**src/hdl/lru_pkg.sv**
```systemverilog
// lru_pkg: shared widths, entry type, state codes and cell control bundle
// for the recency list evictor; no dependencies
`default_nettype none

package lru_pkg;

	localparam int MAX_ENTRIES = 64;
	localparam int IDX_W       = $clog2(MAX_ENTRIES);
	localparam int CNT_W       = $clog2(MAX_ENTRIES + 1);
	localparam int KIND_W      = 2;
	localparam int ID_W        = 31;
	localparam int LIMIT_W     = 7;
	localparam int LCMP_W      = (CNT_W > LIMIT_W) ? CNT_W : LIMIT_W;

	localparam logic [LIMIT_W-1:0] CAPACITY_RESET = LIMIT_W'(50);

	typedef struct packed {
		logic [KIND_W-1:0] kind;
		logic [ID_W-1:0]   id;
	} entry_t;

	typedef enum logic [1:0] {
		ST_IDLE = 2'b01,
		ST_UPD  = 2'b10
	} state_t;

	// broadcast to every cell during the update cycle
	typedef struct packed {
		logic             hit;
		logic             evict;
		logic [IDX_W-1:0] pos;
		logic [CNT_W-1:0] last;
	} cell_ctl_t;

endpackage

`default_nettype wire

```
**src/hdl/lru_cell.sv**
```systemverilog
// lru_cell: one slot of the recency list, compares against a request and
// shifts towards the old end; depends on lru_pkg
`default_nettype none

module lru_cell (
	input  wire logic                  clk,
	input  wire logic [lru_pkg::CNT_W-1:0] idx,
	input  wire logic [lru_pkg::CNT_W-1:0] count,
	input  wire logic                  cmp_en,
	input  wire lru_pkg::entry_t       cmp_key,
	input  wire logic                  upd_en,
	input  wire lru_pkg::entry_t       new_key,
	input  wire lru_pkg::cell_ctl_t    ctl,
	input  wire lru_pkg::entry_t       nxt1,
	input  wire lru_pkg::entry_t       nxt2,
	output lru_pkg::entry_t            value,
	output logic                       match
);
	import lru_pkg::*;

	entry_t           value_q;
	logic             match_q;
	logic [CNT_W-1:0] src;
	entry_t           value_d;

	// slot of the post-access list that lands here
	assign src = ctl.evict ? idx + CNT_W'(1) : idx;

	always_comb begin
		if (src == ctl.last) begin
			value_d = new_key;
		end else if (ctl.hit && (src >= CNT_W'(ctl.pos))) begin
			value_d = ctl.evict ? nxt2 : nxt1;
		end else begin
			value_d = ctl.evict ? nxt1 : value_q;
		end
	end

	always_ff @(posedge clk) begin
		if (cmp_en) begin
			match_q <= (idx < count) && (value_q == cmp_key);
		end
		if (upd_en) begin
			value_q <= value_d;
		end
	end

	assign value = value_q;
	assign match = match_q;

endmodule

`default_nettype wire

```
**config.mk**
```make
export PLATFORM = sky130hd
export DESIGN_NAME = lru_cell
export DESIGN_NICKNAME = d
export VERILOG_FILES = /design/src/hdl/lru_pkg.sv /design/src/hdl/lru_cell.sv
export SDC_FILE = /design/constraint.sdc
export NUM_CORES = 1
export LEC_CHECK = 0
export ABC_AREA = 1
export BUFFER_PORTS_ARGS = -buffer_cell sky130_fd_sc_hd__buf_2
export CORE_MARGIN = 2
export CORE_UTILIZATION = 42
export CTS_CLUSTER_DIAMETER = 120
export DETAILED_ROUTE_END_ITERATION = 7
export PLACE_DENSITY = 0.83
export RECOVER_POWER = 100
export SYNTH_ARGS = -nofsm -noshare
export SYNTH_HDL_FRONTEND = slang
export SYNTH_SLANG_ARGS = --single-unit
```
**constraint.sdc**
```tcl
create_clock -name clk -period 3.2 [get_ports clk]
set_input_delay 0.64 -clock clk [delete_from_list [all_inputs] [get_ports clk]]
set_output_delay 0.64 -clock clk [all_outputs]
set_load 0.05 [all_outputs]
```
* Word-level counts from Yosys, hierarchy flattened
Cells that the tools add are included.
** Storage, ports and cells
- Bits of input ports :: 164
- Flip-flop bits (word level) :: 34
- Output and inout bits :: 34
- Word-level logic and storage cells :: 17
** Cells by class
- Magnitude comparators :: 2
- Add/subtract/negate cells :: 1
- Mux-type cells :: 5
- Reductions and logical operators :: 4
- Eq/ne operators :: 2
** Operators with widths (count)
- $mux W33 :: 4
- $eq A33 B33 Y1 :: 1
- $add A7 B1 Y7 const B :: 1
- $eq A7 B7 Y1 :: 1
- $ge A7 B6 Y1 :: 1
- $lt A7 B7 Y1 :: 1
- $mux W7 :: 1
- $reduce_bool A3 Y1 :: 1
- $logic_and A1 B1 Y1 :: 2
- $reduce_and A2 Y1 :: 1

* Depth between registers and ports, before layout
Gate-level depths: netlist of run 1.
- Word-level depth :: 6
- Gate-level depth with buffers :: 17
- Gate-level depth less buffers :: 16

* Worst setup path before layout of run 1
Ideal clock, no wire load.
- Path kind :: input to register
- From :: in idx[0] (netlist bit)
- To :: reg value_q (netlist bit value[0]) (enable)
- Path slack :: -0.212 ns
- Setup time :: 0.402 ns
- Required time :: 2.798 ns
- Arrival time :: 3.010 ns
- Path buffers :: 1
- Stages :: 12
- Cell sequence :: ha_1 -> nand2_2 -> nor2_4 -> xor2_1 -> ha_1 -> a21oi_1 -> o21bai_1 -> nor2_2 -> nand2_4 -> buf_2 -> a21oi_1 -> a21oi_2
** Between the ends
- Word-level cells in the longest chain between the ends :: 6
- Elaborated cells on any way between the ends :: 7
- Classes of those cells :: add/sub (1); order compare (1); eq/ne (1); mux (1); reduce/logical (3)
** Ends and longest elaborated chain
- from (decl) :: RTL line lru_cell.sv:7 : input wire logic [lru_pkg::CNT_W-1:0] idx,
- $add A7 B1 Y7 :: RTL line lru_cell.sv:27 : assign src = ctl.evict ? idx + CNT_W'(1) : idx;
- $mux W7 (*) :: RTL line lru_cell.sv:27
- $ge A7 B6 Y1 :: RTL line lru_cell.sv:32 : end else if (ctl.hit && (src >= CNT_W'(ctl.pos))) begin
- $logic_and A1 B1 Y1 :: RTL line lru_cell.sv:32
- $reduce_bool A3 Y1 (no source line) (*)
- $reduce_and A2 Y1 (no source line) (*)
- to (signal assigned) :: RTL line lru_cell.sv:44 : value_q <= value_d;
- to (decl) :: RTL line lru_cell.sv:21 : entry_t value_q;
Every way passes the cells marked *; elsewhere a longest branch is shown, timed or not.
A chain may end at the register's enable or synchronous reset.

* Worst setup path after layout of run 1
- From :: in idx[0] (netlist bit)
- To :: reg value_q (netlist bit value[29]) (enable)
Same word-level chain as after synthesis.

==> metrics.cfg, run 1 <==
[logic_synthesis]
ys_ff_latch = 34
yosysWarnings = 0
syn_avg_cell_area_sq_um = 6.12
synthTopCellsByArea = nand2_1, edfxtp_1, nand4_1
syn_inst = 596
synth_area_sq_mm = 0.00364
synth_fp_nets = 773
synth.top_cell.area_share_pct = 31.8
synth_cell_types = 32
synth_area_leader_cell = nand2_1
seq_area_frac_synth_pct = 28.0

[detailed_routing]
vias_per_cell = 4.96
drc = 0
vias = 4418
first_pass_iters = 5
wl_per_cell_um = 13.3
drt_iter0_markers = 362
totalWireLength_um = 11800
final_antenna_net_count = 0

[grt]
grt_usage_pct = 24.8
met1_usage_pct = 30.5
grt_pass1_vias = 4234
grt_use_met3_pct = 4.75
antenna_found_initial = 0
grt_max_degree = 35
grt_overflow = 0
use_met2_pct = 43.2
grt_pass1_wl_um = 19300
grt.busiest_layer = met2

[setup_path]
start_kind = input pin
r2r_end = match
crit_type = input pin to flip-flop
endpoint_kind = flip-flop
path_max_fanout = 33
worstSetupEndpoint = value[29]
cp-startpoint = idx[0]
r2r_setup_slack_ns = 1.77
r2r_cells = 7
reg2reg_from = value[0]
arrival_ns = 2.82
cp.required_ns = 3.10

[place]
numPortBuffers = 197
dp_worst_setup_slack_ns = -0.0435
place_congestion = 0.939
dpl.hpwl_um = 9460

[power]
vdd_drop_max_mv = 0.174
p_total_uw = 1620
power.leakage_uw = 0.00273
p_per_area_mw_per_mm2 = 342

[timing]
finalHoldViolations = 0
period_needed_ns = 2.92
fmax_ghz = 0.342
rsz0062_at_grt = no
timing.final.ws_setup_ns = 0.279
worst_pin_slew_ns = 1.01
skew_ns = 0.00651
setup_violations = 0
slew_headroom_pct = 32.7
maxSlewViolCount = 0
finalCritPeriodShare_pct = 91.3
setup_tns_ns = 0

[clock_tree]
clk_latency_ns = 0.28
cts_buffers = 5
cts.repair.resized = 0
clock_path_buffers = 2
postCtsSetupBuffers = 0
clkSinkCount = 34
clkSlewWorstSetupHoldPaths_ns = 0.07
hold_buffers = 0
clock-root-buffer = clkbuf_8
cts_tree = done
ctsHtreeMaxLevel = 2

[floorplanning]
boundaryPins = 198
floorplan.initialDensity_pct = 43.9
core_area_sq_mm = 0.00830
die_x_um = 97.2
rows = 33
die_h_um = 97.2
die-area_sq_mm = 0.00944

[layout]
area_growth_pct = 30.0
final_nets = 961
multi_input_area_sq_mm = 0.00224
drive_above_1_share_pct = 25.1
fill_cells = 883
final_common_cell = nand2_1
seqCellArea_sq_mm = 0.00102
final_cell_mix = nand2_1, buf_2, inv_1, nand3_1, nand4_1
diodes = 0

[worst_hold_path]
hp-class = input pin to flip-flop

[job]
drv_cap = 0

[outcome]
outcome = completed

[stage by stage]
step	area, sq um	hold WS, ns	cells	utilization [%]
final	4740	0.551	890	57.1
after global routing	4740	0.546	890	57.1
after global placement	4700	0.844	882	56.6
after CTS	4780	0.548	890	57.6
after floorplan	3650	0.752	596	-
after detailed placement	4700	0.845	882	56.6
[how the worst min path moves through the flow]
stage,start,end,slack [ns],cells past startpoint
after global placement,cmp_en,match,0.84,1
after CTS,cmp_en,match,0.55,1
after global routing,cmp_en,match,0.55,1
final,cmp_en,match,0.55,1
after floorplan,cmp_en,match,0.75,0
after detailed placement,cmp_en,match,0.85,1
[flip-flops by register name (all words and copies together) (netlist names)]
name and count:
value 33, match 1
[layer usage]
metal  vias to the layer above  routed length [um]
met5                         -                   0
met3                        30                 978
met4                         0                 363
met1                      1897                4940
met2                       203                5540
li1                       2288                   -
[cell usage after synthesis, drive strengths merged]
cell type	n
nand3	45
ha	13
xnor2	5
inv	59
nor2	22
o21bai	1
nand3b	3
buf	22
o22ai	9
a21boi	1
o21ai	11
xor2	3
a21oi	5
and3	1
or2	1
nand2	315
nor3	2
nand4	36
edfxtp	34
a22o	1
clkbuf	7
[where the power goes]
group	internal (uW)	switching [uW]	total (uW)
Clock	149	157	305
Combinational	222	489	711
Sequential	559	43.9	603
[critical path, cell delays in order]
cell and delay (ns):
buf_2 0.13, ha_1 0.22, nand2_2 0.10, nor2_4 0.05, xor2_1 0.15, ha_1 0.29
a21oi_1 0.06, o21bai_1 0.15, nor2_2 0.08, nand2_4 0.07, a21oi_1 0.09, a21oi_4 0.80
[cells by family after synthesis]
| group | synth area share, % |
|---|---|
| compound gates | 4.50 |
| simple gates | 49.9 |
| flops | 28.0 |
| xor+xnor | 2.44 |
| fa+ha+maj | 4.46 |
| buf+inv | 10.7 |
[area by class of cell]
type	instances	area share, %
well taps	105	2.77
clock inverters	3	0.343
repair buffers	210	21.9
inverters	59	4.68
flip-flops and latches	34	21.6
clock buffers	5	1.45
multi-input cells	474	47.3
No activity file was read; power rests on OpenSTA's default activity.
==> run 2: changes to the inputs <==
--- a/config.mk
+++ b/config.mk
@@ -11,7 +11,7 @@
 export CORE_UTILIZATION = 42
 export CTS_CLUSTER_DIAMETER = 120
 export DETAILED_ROUTE_END_ITERATION = 7
-export PLACE_DENSITY = 0.83
+export PLACE_DENSITY = 0.79
 export RECOVER_POWER = 100
 export SYNTH_ARGS = -nofsm -noshare
 export SYNTH_HDL_FRONTEND = slang
==> metrics.cfg, run 2 (synthesis gave the netlist of run 1 again) <==
[outcome]
outcome = completed  ; unchanged

[clock_tree]
clkSinkCount = 34  ; unchanged
cts.repair.resized = 0  ; unchanged
hold_buffers = 0  ; unchanged
clkSlewWorstSetupHoldPaths_ns = 0.07  ; about the same
cts_buffers = 5  ; unchanged
clock_path_buffers = 2  ; unchanged
postCtsSetupBuffers = 0  ; unchanged
clock-root-buffer = clkbuf_8  ; unchanged
clk_latency_ns = 0.29  ; was 0.28 ns
cts_tree = done  ; unchanged
ctsHtreeMaxLevel = 2  ; unchanged

[power]
p_per_area_mw_per_mm2 = 355  ; was 342 mW/mm^2
vdd_drop_max_mv = 0.161  ; was 0.174 mV
comb_power_share_pct = 42.2  ; was 43.9%
seqPwrFrac_pct = 35.8  ; was 37.2%
swShare_pct = 40.4  ; was 42.6%
power_switching_uw = 681  ; was 690 uW
p_int_uw = 1010  ; was 930 uW
power.leakage_uw = 0.00274  ; was 0.00273 uW
clock_power_share_pct = 22.1  ; was 18.9%

[floorplanning]
die_x_um = 97.2  ; unchanged
floorplan.initialDensity_pct = 43.9  ; unchanged
rows = 33  ; unchanged
die_h_um = 97.2  ; unchanged
die-area_sq_mm = 0.00944  ; unchanged
core_area_sq_mm = 0.00830  ; unchanged
boundaryPins = 198  ; unchanged

[timing]
worst_pin_slew_ns = 1.01  ; about the same
rsz0062_at_grt = no  ; unchanged
slew_headroom_pct = 32.4  ; was 32.7%
finalCritPeriodShare_pct = 93.4  ; was 91.3%
setup_violations = 0  ; unchanged
timing.final.ws_setup_ns = 0.212  ; was 0.279 ns
fin_hold_ws_ns = 0.554  ; was 0.551 ns
fmax_ghz = 0.335  ; was 0.342 GHz
maxSlewViolCount = 0  ; unchanged
period_needed_ns = 2.99  ; was 2.92 ns
finalHoldViolations = 0  ; unchanged
skew_ns = 0.0136  ; was 0.00651 ns

[worst_hold_path]
hp-start = cmp_en  ; unchanged
hp-class = input pin to flip-flop  ; unchanged

[layout]
drive_above_1_share_pct = 24.7  ; was 25.1%
largest_reg_flops = 33  ; unchanged
fin_util_pct = 57.2  ; was 57.1%
area_growth_pct = 30.3  ; was 30.0%
fill_cells = 847  ; was 883
final_nets = 961  ; unchanged
fin_area_sq_mm = 0.00475  ; was 0.00474 sq mm
final_cell_mix = nand2_1, buf_2, inv_1, nand3_1, nand4_1  ; unchanged
final_common_cell = nand2_1  ; unchanged
diodes = 0  ; unchanged
stdcell_count = 889  ; was 890

[job]
drv_cap = 0  ; unchanged

[grt]
grt_usage_pct = 24.4  ; was 24.8%
grt_max_degree = 35  ; unchanged
grt_pass1_wl_um = 19000  ; was 19,300 um
antenna_found_initial = 0  ; unchanged
grt_pass1_vias = 4157  ; was 4,234
grt_overflow = 0  ; unchanged

[setup_path]
arrival_ns = 3.13  ; was 2.82 ns
cp-startpoint = idx[1]  ; was idx[0]
cp_num_buf_inv = 2  ; was 1
endpoint_kind = flip-flop  ; unchanged
slowest_stage = nand2_4  ; was a21oi_4
path_max_fanout = 34  ; was 33
start_kind = input pin  ; unchanged
cp.required_ns = 3.34  ; was 3.10 ns
cp_cell_sequence = buf_2, ha_1, nand2_1, nor2_4, xor2_1, ha_1, a21oi_1, o21bai_1, nor2_1, nand2_4, clkbuf_4, nand2_4, nand2_1, nand2_1, nand2_1, nand2_1  ; was buf_2, ha_1, nand2_2, nor2_4, xor2_1, ha_1, a21oi_1, o21bai_1, nor2_2, nand2_4, a21oi_1, a21oi_4
reg2reg_from = value[7]  ; was value[0]
cpMostUsedCell = nand2_1
max_stage_delay_ns = 0.37  ; was 0.80 ns
cp_top_family = simple AND/OR/NAND/NOR gates  ; was compound AO/OA/AOI/OAI gates
crit_type = input pin to flip-flop  ; unchanged

[detailed_routing]
drc = 0  ; unchanged
first_pass_iters = 5  ; unchanged
totalWireLength_um = 11800  ; about the same
wl_per_cell_um = 13.3  ; about the same
drt_iter0_markers = 296  ; was 362
vias_per_cell = 4.97  ; was 4.96
final_antenna_net_count = 0  ; unchanged
vias = 4414  ; was 4,418

[place]
dpl.hpwl_um = 9510  ; was 9460 um
numPortBuffers = 197  ; unchanged
dp_worst_setup_slack_ns = -0.0656  ; was -0.0435 ns
place_congestion = 0.960  ; was 0.939
place_area_sq_mm = 0.00470  ; unchanged
dpl.cell_count = 882  ; unchanged

==> run 2: area by class of cell <==
type,instances,area [sq um],area share (%)
Clock inverter,2,33.8,0.711
Tap cell,105,131,2.77
Multi-Input combinational cell,474,2240,47.1
Inverter,59,221,4.66
Clock buffer,5,68.8,1.45
Sequential cell,34,1020,21.5
Timing Repair Buffer,210,1040,21.8
==> run 2: layer usage <==
layer  routed length [um]  part of all wire, %  vias up  global-route usage [%]
met1                 4880                   41     1884                    29.8
met4                  315                  2.7        0                    8.88
li1                     -                    -     2291                       -
met3                  942                  8.0       25                    3.96
met2                 5700                   48      214                    43.3
met5                    0                    0        -                       0
==> run 2: power groups by stage <==
stage / Combinational, uW / Clock (uW) / Sequential [uW]
floorplan: 316 / 0 / 770
global placement: 713 / 0 / 610
detailed placement: 723 / 0 / 611
CTS: 725 / 374 / 601
global route: 783 / 396 / 609
finish: 712 / 372 / 604
==> run 2: path summary, 6_finish.rpt <==
kind / endpoint / slack (ns) / depth (start not counted)
worst max-delay path: value[22] / 0.21 / 16
worst min-delay path: match / 0.55 / 1
worst max register to register: match / 1.77 / 9
worst min register to register: match / 0.93 / 5
==> run 2: through the flow <==
step           power (uW)  TNS (ns)
3_3_place_gp         1320   -0.0440
5_1_grt              1790         0
2_1_floorplan        1090         0
6_report             1690         0
3_5_place_dp         1330     -2.13
4_1_cts              1700         0
==> run 3: changes to the inputs <==
--- a/config.mk
+++ b/config.mk
@@ -7,12 +7,12 @@
 export LEC_CHECK = 0
 export ABC_AREA = 1
 export BUFFER_PORTS_ARGS = -buffer_cell sky130_fd_sc_hd__buf_2
-export CORE_MARGIN = 2
+export CORE_MARGIN = 3
 export CORE_UTILIZATION = 42
 export CTS_CLUSTER_DIAMETER = 120
+export CTS_CLUSTER_SIZE = 14
 export DETAILED_ROUTE_END_ITERATION = 7
 export PLACE_DENSITY = 0.79
-export RECOVER_POWER = 100
 export SYNTH_ARGS = -nofsm -noshare
 export SYNTH_HDL_FRONTEND = slang
 export SYNTH_SLANG_ARGS = --single-unit
==> metrics.cfg, run 3 (synthesis gave the netlist of run 1 again) <==
[place]
numPortBuffers = 197  ; unchanged
dpl.cell_count = 883  ; was 882
dpl.hpwl_um = 9830  ; was 9510 um
place_congestion = 0.991  ; was 0.960
place_area_sq_mm = 0.00471  ; was 0.00470 sq mm

[setup_path]
cp.required_ns = 3.11  ; was 3.34 ns
endpoint_kind = flip-flop  ; unchanged
arrival_ns = 2.83  ; was 3.13 ns
r2r_setup_slack_ns = 1.78  ; was 1.77 ns
r2r_cells = 9  ; unchanged
path_max_fanout = 33  ; was 34
worstSetupEndpoint = value[11]  ; was value[22]
r2r_end = match  ; unchanged
reg2reg_from = value[29]  ; was value[7]
max_stage_delay_ns = 0.79  ; was 0.37 ns
cp-startpoint = idx[0]  ; was idx[1]
start_kind = input pin  ; unchanged
slowest_stage = a21oi_4  ; was nand2_4
cp_cell_sequence = buf_2, ha_1, nand2_2, nor2_4, xor2_1, ha_1, a21oi_1, o21bai_1, nor2_2, nand2_4, a21oi_1, a21oi_4  ; was buf_2, ha_1, nand2_1, nor2_4, xor2_1, ha_1, a21oi_1, o21bai_1, nor2_1, nand2_4, clkbuf_4, nand2_4, nand2_1, nand2_1, nand2_1, nand2_1
crit_type = input pin to flip-flop  ; unchanged

[clock_tree]
postCtsSetupBuffers = 0  ; unchanged
ctsHtreeMaxLevel = 2  ; unchanged
cts_buffers = 5  ; unchanged
cts.repair.resized = 0  ; unchanged
clkSinkCount = 34  ; unchanged
clk_latency_ns = 0.28  ; was 0.29 ns
cts_tree = done  ; unchanged
clock_path_buffers = 2  ; unchanged
clkSlewWorstSetupHoldPaths_ns = 0.07  ; about the same
hold_buffers = 0  ; unchanged
clock-root-buffer = clkbuf_8  ; unchanged

[layout]
area_growth_pct = 32.9  ; was 30.3%
largest_reg_flops = 33  ; unchanged
fin_area_sq_mm = 0.00484  ; was 0.00475 sq mm
diodes = 0  ; unchanged
final_common_cell = nand2_1  ; unchanged
drive_above_1_share_pct = 29.8  ; was 24.7%
final_cell_mix = nand2_1, buf_2, inv_1, nand3_1, nand4_1  ; unchanged
stdcell_count = 891  ; was 889
final_nets = 962  ; was 961

[grt]
grt_max_degree = 35  ; unchanged
antenna_found_initial = 0  ; unchanged
grt_usage_pct = 23.6  ; was 24.4%
grt_pass1_vias = 4192  ; was 4,157
grt_overflow = 0  ; unchanged
grt_pass1_wl_um = 18900  ; was 19,000 um

[worst_hold_path]
hp-class = input pin to flip-flop  ; unchanged
hp-start = cmp_en  ; unchanged

[timing]
rsz0062_at_grt = no  ; unchanged
maxSlewViolCount = 0  ; unchanged
skew_ns = 0.00244  ; was 0.0136 ns
worst_pin_slew_ns = 0.982  ; was 1.01 ns
finalHoldViolations = 0  ; unchanged
slew_headroom_pct = 34.4  ; was 32.4%
setup_violations = 0  ; unchanged
finalCritPeriodShare_pct = 91.2  ; was 93.4%
fmax_ghz = 0.343  ; was 0.335 GHz
period_needed_ns = 2.92  ; was 2.99 ns

[power]
p_per_area_mw_per_mm2 = 372  ; was 355 mW/mm^2
p_total_uw = 1800  ; was 1690 uW
vdd_drop_max_mv = 0.176  ; was 0.161 mV
power.leakage_uw = 0.00286  ; was 0.00274 uW

[floorplanning]
die-area_sq_mm = 0.00983  ; was 0.00944 sq mm
die_h_um = 99.2  ; was 97.2 um
rows = 33  ; unchanged
core_area_sq_mm = 0.00834  ; was 0.00830 sq mm
boundaryPins = 198  ; unchanged
floorplan.initialDensity_pct = 43.7  ; was 43.9%
die_x_um = 99.2  ; was 97.2 um

[detailed_routing]
wl_per_cell_um = 13.4  ; was 13.3 um
vias_per_cell = 5.03  ; was 4.97
totalWireLength_um = 11900  ; was 11,800 um
final_antenna_net_count = 0  ; unchanged
drt_iter0_markers = 174  ; was 296
first_pass_iters = 5  ; unchanged
vias = 4481  ; was 4,414
drc = 0  ; unchanged

[outcome]
outcome = completed  ; unchanged

[job]
drv_cap = 0  ; unchanged

==> run 3: changes by cell type in the layout (fill, tap and decap cells not counted) <==
cell       before  now
nand2_1       310  309
bufinv_16       1    2
clkbuf_4        1    0
clkinv_1        1    0
nand2_2         3    4
nor2_2          1    2
clkbuf_1       35    0
nor2_1         19   18
clkinv_4        0    1
buf_2         163  197
buf_4          11   14
==> run 3: report_power, final <==
part	switching, uW	total, uW	internal [uW]
Combinational	493	731	238
Sequential	40.4	599	559
Clock	159	471	312
Total	693	1800	1110
==> run 3: area by class of cell <==
cell class / instances / area, sq um
Clock buffer: 5 / 68.8
Fill cell: 850 / 3500
Multi-Input combinational cell: 474 / 2240
Timing Repair Buffer: 211 / 1090
Tap cell: 105 / 131
Inverter: 59 / 221
Sequential cell: 34 / 1020
Clock inverter: 3 / 68.8
==> run 3: worst max-delay path: cells and delay by family <==
| kind | cells | cell delay (ns) |
|---|---|---|
| adders and majority gates | 2 | 0.52 |
| buffers and inverters | 1 | 0.13 |
| xor gates and xnor gates | 1 | 0.15 |
| AOI/OAI and AO/OA | 4 | 1.09 |
| and+or+nand+nor | 4 | 0.28 |
==> run 3: worst min-delay path by stage <==
| stage | slack [ns] | endpoint | cells past startpoint |
|---|---|---|---|
| after floorplan | 0.75 | match | 0 |
| after global placement | 0.84 | match | 1 |
| after detailed placement | 0.84 | match | 1 |
| after CTS | 0.54 | match | 1 |
| after global routing | 0.54 | match | 1 |
| final | 0.55 | match | 1 |
==> run 3: per-stage QoR <==
stage	utilization [%]	hold slack [ns]	setup TNS, ns	setup WS (ns)
4_1_cts	58.1	0.542	0	0.256
3_5_place_dp	56.4	0.842	-1.47	-0.0458
5_1_grt	58.1	0.538	0	0.0596
6_report	58.1	0.551	0	0.281
2_1_floorplan	-	0.752	0	0.108
3_3_place_gp	56.4	0.841	0	0.0184
==> run 3: metal layers <==
| layer | up-vias | track usage, % | part of all wire, % |
|---|---|---|---|
| met5 | - | 0 | 0 |
| met4 | 0 | 6.30 | 1.8 |
| met3 | 21 | 2.73 | 7.4 |
| met2 | 200 | 42.0 | 48 |
| met1 | 1969 | 30.2 | 43 |
| li1 | 2291 | - | - |
